File: src/rtl/dq_pkg.sv
// Shared types, sizes, operation and status codes for the double-ended queue.
// Depends on nothing; imported by dq_ctrl and the top level.
`default_nettype none
package dq_pkg;

    localparam int DEPTH  = 16;
    localparam int IDX_W  = $clog2(DEPTH);
    localparam int CNT_W  = $clog2(DEPTH + 1);
    localparam int DATA_W = 32;
    localparam int OP_W   = 3;
    localparam int ST_W   = 2;

    typedef logic [IDX_W-1:0]         t_idx;
    typedef logic [CNT_W-1:0]         t_cnt;
    typedef logic signed [DATA_W-1:0] t_word;
    typedef logic [OP_W-1:0]          t_op;
    typedef logic [ST_W-1:0]          t_status;

    localparam t_cnt CNT_DEPTH = CNT_W'(DEPTH);
    localparam t_idx IDX_LAST  = IDX_W'(DEPTH - 1);

    localparam t_op OP_PUSH_FRONT = 3'd0;
    localparam t_op OP_PUSH_REAR  = 3'd1;
    localparam t_op OP_POP_FRONT  = 3'd2;
    localparam t_op OP_POP_REAR   = 3'd3;
    localparam t_op OP_LIST       = 3'd4;

    localparam t_status ST_OK        = 2'd0;
    localparam t_status ST_UNDERFLOW = 2'd1;
    localparam t_status ST_OVERFLOW  = 2'd2;
    localparam t_status ST_EMPTY     = 2'd3;

    typedef struct packed {
        logic  we;
        t_idx  waddr;
        t_word wdata;
        logic  re;
        t_idx  raddr;
    } t_ram_req;

    typedef struct packed {
        logic    valid;
        logic    from_ram;
        t_status status;
        logic    last;
    } t_issue;

    function automatic t_idx ring_add(input t_idx base, input t_cnt off);
        logic [CNT_W:0] sum;
        sum = {{(CNT_W + 1 - IDX_W){1'b0}}, base} + {1'b0, off};
        if (sum >= (CNT_W + 1)'(DEPTH)) begin
            sum = sum - (CNT_W + 1)'(DEPTH);
        end
        return sum[IDX_W-1:0];
    endfunction

endpackage
`default_nettype wire

File: src/rtl/dq_ram.sv
// Generic single-write, single-read synchronous RAM with registered read data.
// Standalone; no package dependency.
`default_nettype none
module dq_ram #(
    parameter int WIDTH = 32,
    parameter int DEPTH = 16
) (
    input  wire logic                     i_clk,
    input  wire logic                     i_we,
    input  wire logic [$clog2(DEPTH)-1:0] i_waddr,
    input  wire logic [WIDTH-1:0]         i_wdata,
    input  wire logic                     i_re,
    input  wire logic [$clog2(DEPTH)-1:0] i_raddr,
    output logic      [WIDTH-1:0]         o_rdata
);

    logic [WIDTH-1:0] r_mem [DEPTH];

    always_ff @(posedge i_clk) begin
        if (i_we) begin
            r_mem[i_waddr] <= i_wdata;
        end
        if (i_re) begin
            o_rdata <= r_mem[i_raddr];
        end
    end

endmodule
`default_nettype wire

File: src/rtl/dq_ctrl.sv
// Deque control: front index, entry count, list sequencer and RAM requests.
// Depends on dq_pkg; drives the entry RAM and the result stage of the top level.
`default_nettype none
module dq_ctrl
    import dq_pkg::*;
(
    input  wire logic     i_clk,
    input  wire logic     i_rst_n,
    input  wire logic     i_start,
    input  wire t_op      i_operation,
    input  wire t_word    i_value,
    output logic          o_busy,
    output t_ram_req      o_req,
    output t_issue        o_issue
);

    t_idx r_front, n_front;
    t_cnt r_count, n_count;
    t_cnt r_next,  n_next;
    logic r_listing, n_listing;

    logic accept;
    logic is_full;
    logic is_empty;

    assign o_busy   = r_listing;
    assign accept   = i_start && !r_listing;
    assign is_full  = (r_count == CNT_DEPTH);
    assign is_empty = (r_count == '0);

    always_comb begin
        n_front   = r_front;
        n_count   = r_count;
        n_next    = r_next;
        n_listing = r_listing;
        o_req     = '0;
        o_issue   = '0;
        if (accept) begin
            case (i_operation)
                OP_PUSH_FRONT, OP_PUSH_REAR: begin
                    o_issue.valid = 1'b1;
                    o_issue.last  = 1'b1;
                    if (is_full) begin
                        o_issue.status = ST_OVERFLOW;
                    end else begin
                        o_issue.status = ST_OK;
                        o_req.we       = 1'b1;
                        o_req.wdata    = i_value;
                        n_count        = r_count + CNT_W'(1);
                        if (i_operation == OP_PUSH_FRONT) begin
                            n_front     = (r_front == '0) ? IDX_LAST : r_front - IDX_W'(1);
                            o_req.waddr = n_front;
                        end else begin
                            o_req.waddr = ring_add(r_front, r_count);
                        end
                    end
                end
                OP_POP_FRONT, OP_POP_REAR: begin
                    o_issue.valid = 1'b1;
                    o_issue.last  = 1'b1;
                    if (is_empty) begin
                        o_issue.status = ST_UNDERFLOW;
                    end else begin
                        o_issue.status   = ST_OK;
                        o_issue.from_ram = 1'b1;
                        o_req.re         = 1'b1;
                        n_count          = r_count - CNT_W'(1);
                        if (i_operation == OP_POP_FRONT) begin
                            o_req.raddr = r_front;
                            n_front     = ring_add(r_front, CNT_W'(1));
                        end else begin
                            o_req.raddr = ring_add(r_front, r_count - CNT_W'(1));
                        end
                    end
                end
                OP_LIST: begin
                    o_issue.valid = 1'b1;
                    if (is_empty) begin
                        o_issue.status = ST_EMPTY;
                        o_issue.last   = 1'b1;
                    end else begin
                        o_issue.status   = ST_OK;
                        o_issue.from_ram = 1'b1;
                        o_issue.last     = (r_count == CNT_W'(1));
                        o_req.re         = 1'b1;
                        o_req.raddr      = r_front;
                        n_listing        = (r_count != CNT_W'(1));
                        n_next           = CNT_W'(1);
                    end
                end
                default: begin
                end
            endcase
        end else if (r_listing) begin
            o_issue.valid    = 1'b1;
            o_issue.status   = ST_OK;
            o_issue.from_ram = 1'b1;
            o_issue.last     = (r_next == r_count - CNT_W'(1));
            o_req.re         = 1'b1;
            o_req.raddr      = ring_add(r_front, r_next);
            n_next           = r_next + CNT_W'(1);
            n_listing        = !o_issue.last;
        end
    end

    always_ff @(posedge i_clk) begin
        if (!i_rst_n) begin
            r_front   <= '0;
            r_count   <= '0;
            r_next    <= '0;
            r_listing <= 1'b0;
        end else begin
            r_front   <= n_front;
            r_count   <= n_count;
            r_next    <= n_next;
            r_listing <= n_listing;
        end
    end

`ifndef SYNTHESIS
    a_count_bound: assert property (@(posedge i_clk) disable iff (!i_rst_n)
        r_count <= CNT_DEPTH)
        else $error("entry count above depth");
    a_list_nonempty: assert property (@(posedge i_clk) disable iff (!i_rst_n)
        r_listing |-> (r_next != '0) && (r_next < r_count))
        else $error("list cursor out of range");
    a_list_hold: assert property (@(posedge i_clk) disable iff (!i_rst_n)
        r_listing |=> $stable(r_count) && $stable(r_front))
        else $error("deque state moved during list");
    a_no_rw_clash: assert property (@(posedge i_clk) disable iff (!i_rst_n)
        !(o_req.we && o_req.re))
        else $error("read and write issued together");
`endif

endmodule
`default_nettype wire

File: src/rtl/double_ended_queue_core.sv
// Top level of the bounded double-ended queue of signed 32-bit words.
// Depends on dq_pkg, dq_ctrl and dq_ram.
//
// An operation is taken on a clock edge where start is high and busy is low.
// Pushes and pops may be issued back to back; the single result appears in the
// cycle after the transfer, held for exactly one cycle with o_valid high, since
// the receiver cannot stall. A list operation reads one entry per cycle through
// the single RAM read port, so it holds busy high until its last entry is read;
// its results stream out one per cycle, front first, o_last on the final one.
// Unused operation codes are taken and produce no result.
`default_nettype none
module double_ended_queue_core
    import dq_pkg::*;
(
    input  wire logic i_clk,
    input  wire logic i_rst_n,
    input  wire logic start,
    output logic      busy,
    input  wire t_op  i_operation,
    input  wire t_word i_value,
    output logic      o_valid,
    output t_word     o_data,
    output t_status   o_status,
    output logic      o_last
);

    t_ram_req ram_req;
    t_issue   issue;
    t_word    ram_rdata;

    logic     r_valid;
    logic     r_from_ram;
    t_status  r_status;
    logic     r_last;

    dq_ctrl u_ctrl (
        .i_clk       (i_clk),
        .i_rst_n     (i_rst_n),
        .i_start     (start),
        .i_operation (i_operation),
        .i_value     (i_value),
        .o_busy      (busy),
        .o_req       (ram_req),
        .o_issue     (issue)
    );

    dq_ram #(
        .WIDTH (DATA_W),
        .DEPTH (DEPTH)
    ) u_ram (
        .i_clk   (i_clk),
        .i_we    (ram_req.we),
        .i_waddr (ram_req.waddr),
        .i_wdata (ram_req.wdata),
        .i_re    (ram_req.re),
        .i_raddr (ram_req.raddr),
        .o_rdata (ram_rdata)
    );

    always_ff @(posedge i_clk) begin
        if (!i_rst_n) begin
            r_valid <= 1'b0;
        end else begin
            r_valid <= issue.valid;
        end
    end

    always_ff @(posedge i_clk) begin
        r_from_ram <= issue.from_ram;
        r_status   <= issue.status;
        r_last     <= issue.last;
    end

    assign o_valid  = r_valid;
    assign o_data   = r_from_ram ? ram_rdata : '0;
    assign o_status = r_status;
    assign o_last   = r_last;

endmodule
`default_nettype wire
File: config.mk
export PLATFORM = sky130hd
export DESIGN_NAME = double_ended_queue_core
export DESIGN_NICKNAME = d
export VERILOG_FILES = /design/src/rtl/dq_pkg.sv /design/src/rtl/dq_ram.sv /design/src/rtl/dq_ctrl.sv /design/src/rtl/double_ended_queue_core.sv
export SDC_FILE = /design/constraint.sdc
export NUM_CORES = 1
export LEC_CHECK = 0
export BUFFER_PORTS_ARGS = -buffer_cell sky130_fd_sc_hd__buf_2
export CAP_MARGIN = 20
export CORE_ASPECT_RATIO = 1.75
export CORE_MARGIN = 2
export CORE_UTILIZATION = 50
export DETAILED_ROUTE_END_ITERATION = 8
export PLACE_DENSITY = 0.71
export SETUP_SLACK_MARGIN = 0.5
export SLEW_MARGIN = 20
export SYNTH_ARGS = -nofsm -noshare
export SYNTH_HDL_FRONTEND = slang
export SYNTH_SLANG_ARGS = --single-unit
File: constraint.sdc
create_clock -name i_clk -period 5.52 [get_ports i_clk]
set_input_delay 1.38 -clock i_clk [delete_from_list [all_inputs] [get_ports i_clk]]
set_output_delay 1.38 -clock i_clk [all_outputs]
set_load 0.02 [all_outputs]
==> summary.txt <==
final hold vios - 0
RD Place Congestion - 0.814
Die Height - 291 um
Pre-Repair DR Iteration Count - 5
Synth Flop Type - edfxtp_1
root buffer cell - clkbuf_16
share of layout cells above drive strength 1 - 0.129
Commonest cells post-synth - edfxtp_1, mux2i_1, nand2_1
RSZ-0062 raised after global routing - false
min-delay worst type - reg2reg
Clock Skews - 0.0247 ns
antenna violations before repair - 1
Max Root-Sink Buffers - 3
clock tree sinks - 564
Core ar. - 46,600 um2
Pwr Density - 323 nW/um2
Final WS setup - 1.34 ns
full die area - 48,700 um2
largest net degree at the start of global routing - 73
clock share of power - 0.388
Relative slew margins - 0.214
pre-CTS setup slack - 0.959 ns
switching pwr - 0.00176 W
# DRC - 0
CP endpoint kind - flip-flop
sequential share of power - 0.562
Mapped Avg Cell Area - 15.7 um2
Post-CTS Resized - 0
Via density - 5.82
Die W - 168 um
flop and latch count out of synthesis - 564
FFs w/ async S/R, synth - 0
Critical Path Source Type - flip-flop
post-route ant nets - 0
post-route insts no fill - 2,195
Ports - 75
Slew @ Worst Pin - 1.18 ns
Distinct cells, synth - 53
Site Rows - 105
vias in the first global route - 13,200
Critical Path AT - 4.46 ns
highest clock rate - 239 MHz
Buffers on Ports - 74
reg2reg start - u_ctrl.r_count[0]
worst setup path start - u_ctrl.r_count[0]
synth warn - 0
Comb pwr share - 0.050
most frequent cell after synthesis - edfxtp_1
routed wire length - 51.9 mm
top cells by area, synth - edfxtp_1, mux2i_1, nand2_1
minimum clock period - 4.18 ns
sw frac - 0.209
Post-Syn Area - 23,500 um2
status - finished, final reports clean
Tcrit/Tclk final - 0.758
Worst Hold Launch - u_ctrl.r_next[4]
syn nets - 1,552
wire per inst - 23.7 um
cell-internal power - 0.00666 W
EDFF count, synth - 544
H-Tree Depth - 2
area delta synth->final - 11.1%
Max-cap violations - 0
Req. time, crit path - 5.80 ns
first-pass GRT wire length - 79.3 mm
Synth area leader - edfxtp_1
Pleak - 9.83 nW
dpl hpwl - 32.0 mm
Post-Syn Instances - 1,495
Initial DRC Count - 1,033
post-CTS setup repair buffer count - 0
Inserted Diodes - 0
FILL cells - 3,541
Final setup viols - 0
vias after detailed routing - 12,800
Max VDD drop - 0.000217 V
Placed Instances - 2,109
starting density of the core - 0.503
CTS buffer count - 47
GR Util All Layers - 0.214
setup TNS - 0 ns
clk slew on worst S/H paths - 0.07 ns
nets - 1,627
grt total ovfl - 0
kind of critical path - reg2reg
worst-path maximum fanout - 20
Final Max Tran Viols - 0
CTS tree - yes
Clk Latency, worst-skew pair - 0.57 ns
post-synthesis sequential area ratio - 0.713
cts-stage hold buffer count - 0
Yosys top cell area share - 0.696
==> state kept, by name (all words and copies together), names as in the netlist, 2 cells and up <==
register,cells
u_ctrl.r_next,5
o_status,2
u_ctrl.r_count,5
u_ram.r_mem,512
u_ram.o_rdata,32
u_ctrl.r_front,4
==> critical path: stages (launching register included) <==
cell       delay, ns
dfxtp_1         0.57
inv_1           0.16
ha_1            0.39
fa_1            0.44
nand4bb_1       0.20
o31ai_1         0.11
a22o_4          0.36
nand2b_1        0.93
o22ai_1         0.29
a31oi_1         0.32
mux2i_1         0.12
==> kinds of logic (layout without fill, tap and decap cells) <==
logic type / Yosys count / after routing / synth area share
AO/OA/AOI/OAI: 112 / 112 / 0.0325
multiplexers: 321 / 321 / 0.137
buffers and inverters: 98 / 210 / 0.0230
flip-flops: 564 / 564 / 0.713
XOR/XNOR: 29 / 29 / 0.0108
adder cells (fa/ha/maj): 19 / 19 / 0.0111
AND/OR/NAND/NOR: 352 / 352 / 0.0722
==> power groups by stage <==
stage,sequential (W),combinational (W),clock (W)
2_1_floorplan,0.00481,0.000282,0
3_3_place_gp,0.00482,0.000411,0
3_5_place_dp,0.00482,0.000420,0
4_1_cts,0.00473,0.000422,0.00333
5_1_grt,0.00473,0.000454,0.00347
6_report,0.00473,0.000419,0.00327
==> per-layer routing <==
metal  GRT usage  up-vias  share of wire
met5           0        -              0
met4      0.0719        0          0.028
met3      0.0234      102          0.053
met2       0.376      406           0.52
met1       0.276     6463           0.40
li1            -     5801              -
==> metrics by stage <==
| stage | hold slack (ns) | area (um2) | total power, W | utilization |
|---|---|---|---|---|
| floorplan | 0.498 | 23500 | 0.00509 | - |
| global placement | 0.541 | 24600 | 0.00523 | 0.527 |
| detailed placement | 0.543 | 24600 | 0.00524 | 0.527 |
| CTS | 0.563 | 26100 | 0.00849 | 0.559 |
| global route | 0.582 | 26100 | 0.00865 | 0.559 |
| finish | 0.550 | 26100 | 0.00842 | 0.559 |
==> cell usage in the layout (no fill, tap or decap), drive strengths merged, types with 8 or more instances in the layout <==
cell | synthesis | layout
edfxtp | 544 | 544
mux2i | 321 | 321
nand2 | 154 | 154
buf | 57 | 112
and2 | 71 | 71
nand3 | 68 | 68
clkbuf | 29 | 57
a31oi | 33 | 33
o22ai | 32 | 32
nor2 | 25 | 25
clkinv | 0 | 22
dfxtp | 20 | 20
xor2 | 17 | 17
ha | 16 | 16
inv | 12 | 13
xnor2 | 12 | 12
a21oi | 11 | 11
nand2b | 8 | 8
==> cell type report <==
| cell class | count | area (um2) | share of cell area |
|---|---|---|---|
| multi-input combinational | 833 | 6360 | 0.244 |
| inverter | 12 | 45.0 | 0.00173 |
| tap | 588 | 736 | 0.0282 |
| timing repair buffer | 112 | 693 | 0.0266 |
| sequential | 564 | 16700 | 0.642 |
| clock buffer | 57 | 1260 | 0.0482 |
| clock inverter | 29 | 240 | 0.00922 |
==> worst paths after layout <==
kind / to / slack [ns] / depth (start not counted)
worst max-delay path: u_ram.o_rdata[21] / 1.34 / 10
worst min-delay path: u_ctrl.r_next[4] / 0.55 / 2
worst max register to register: u_ram.o_rdata[21] / 1.34 / 10
worst min register to register: u_ctrl.r_next[4] / 0.55 / 2
Power figures use the tool's default switching activity.
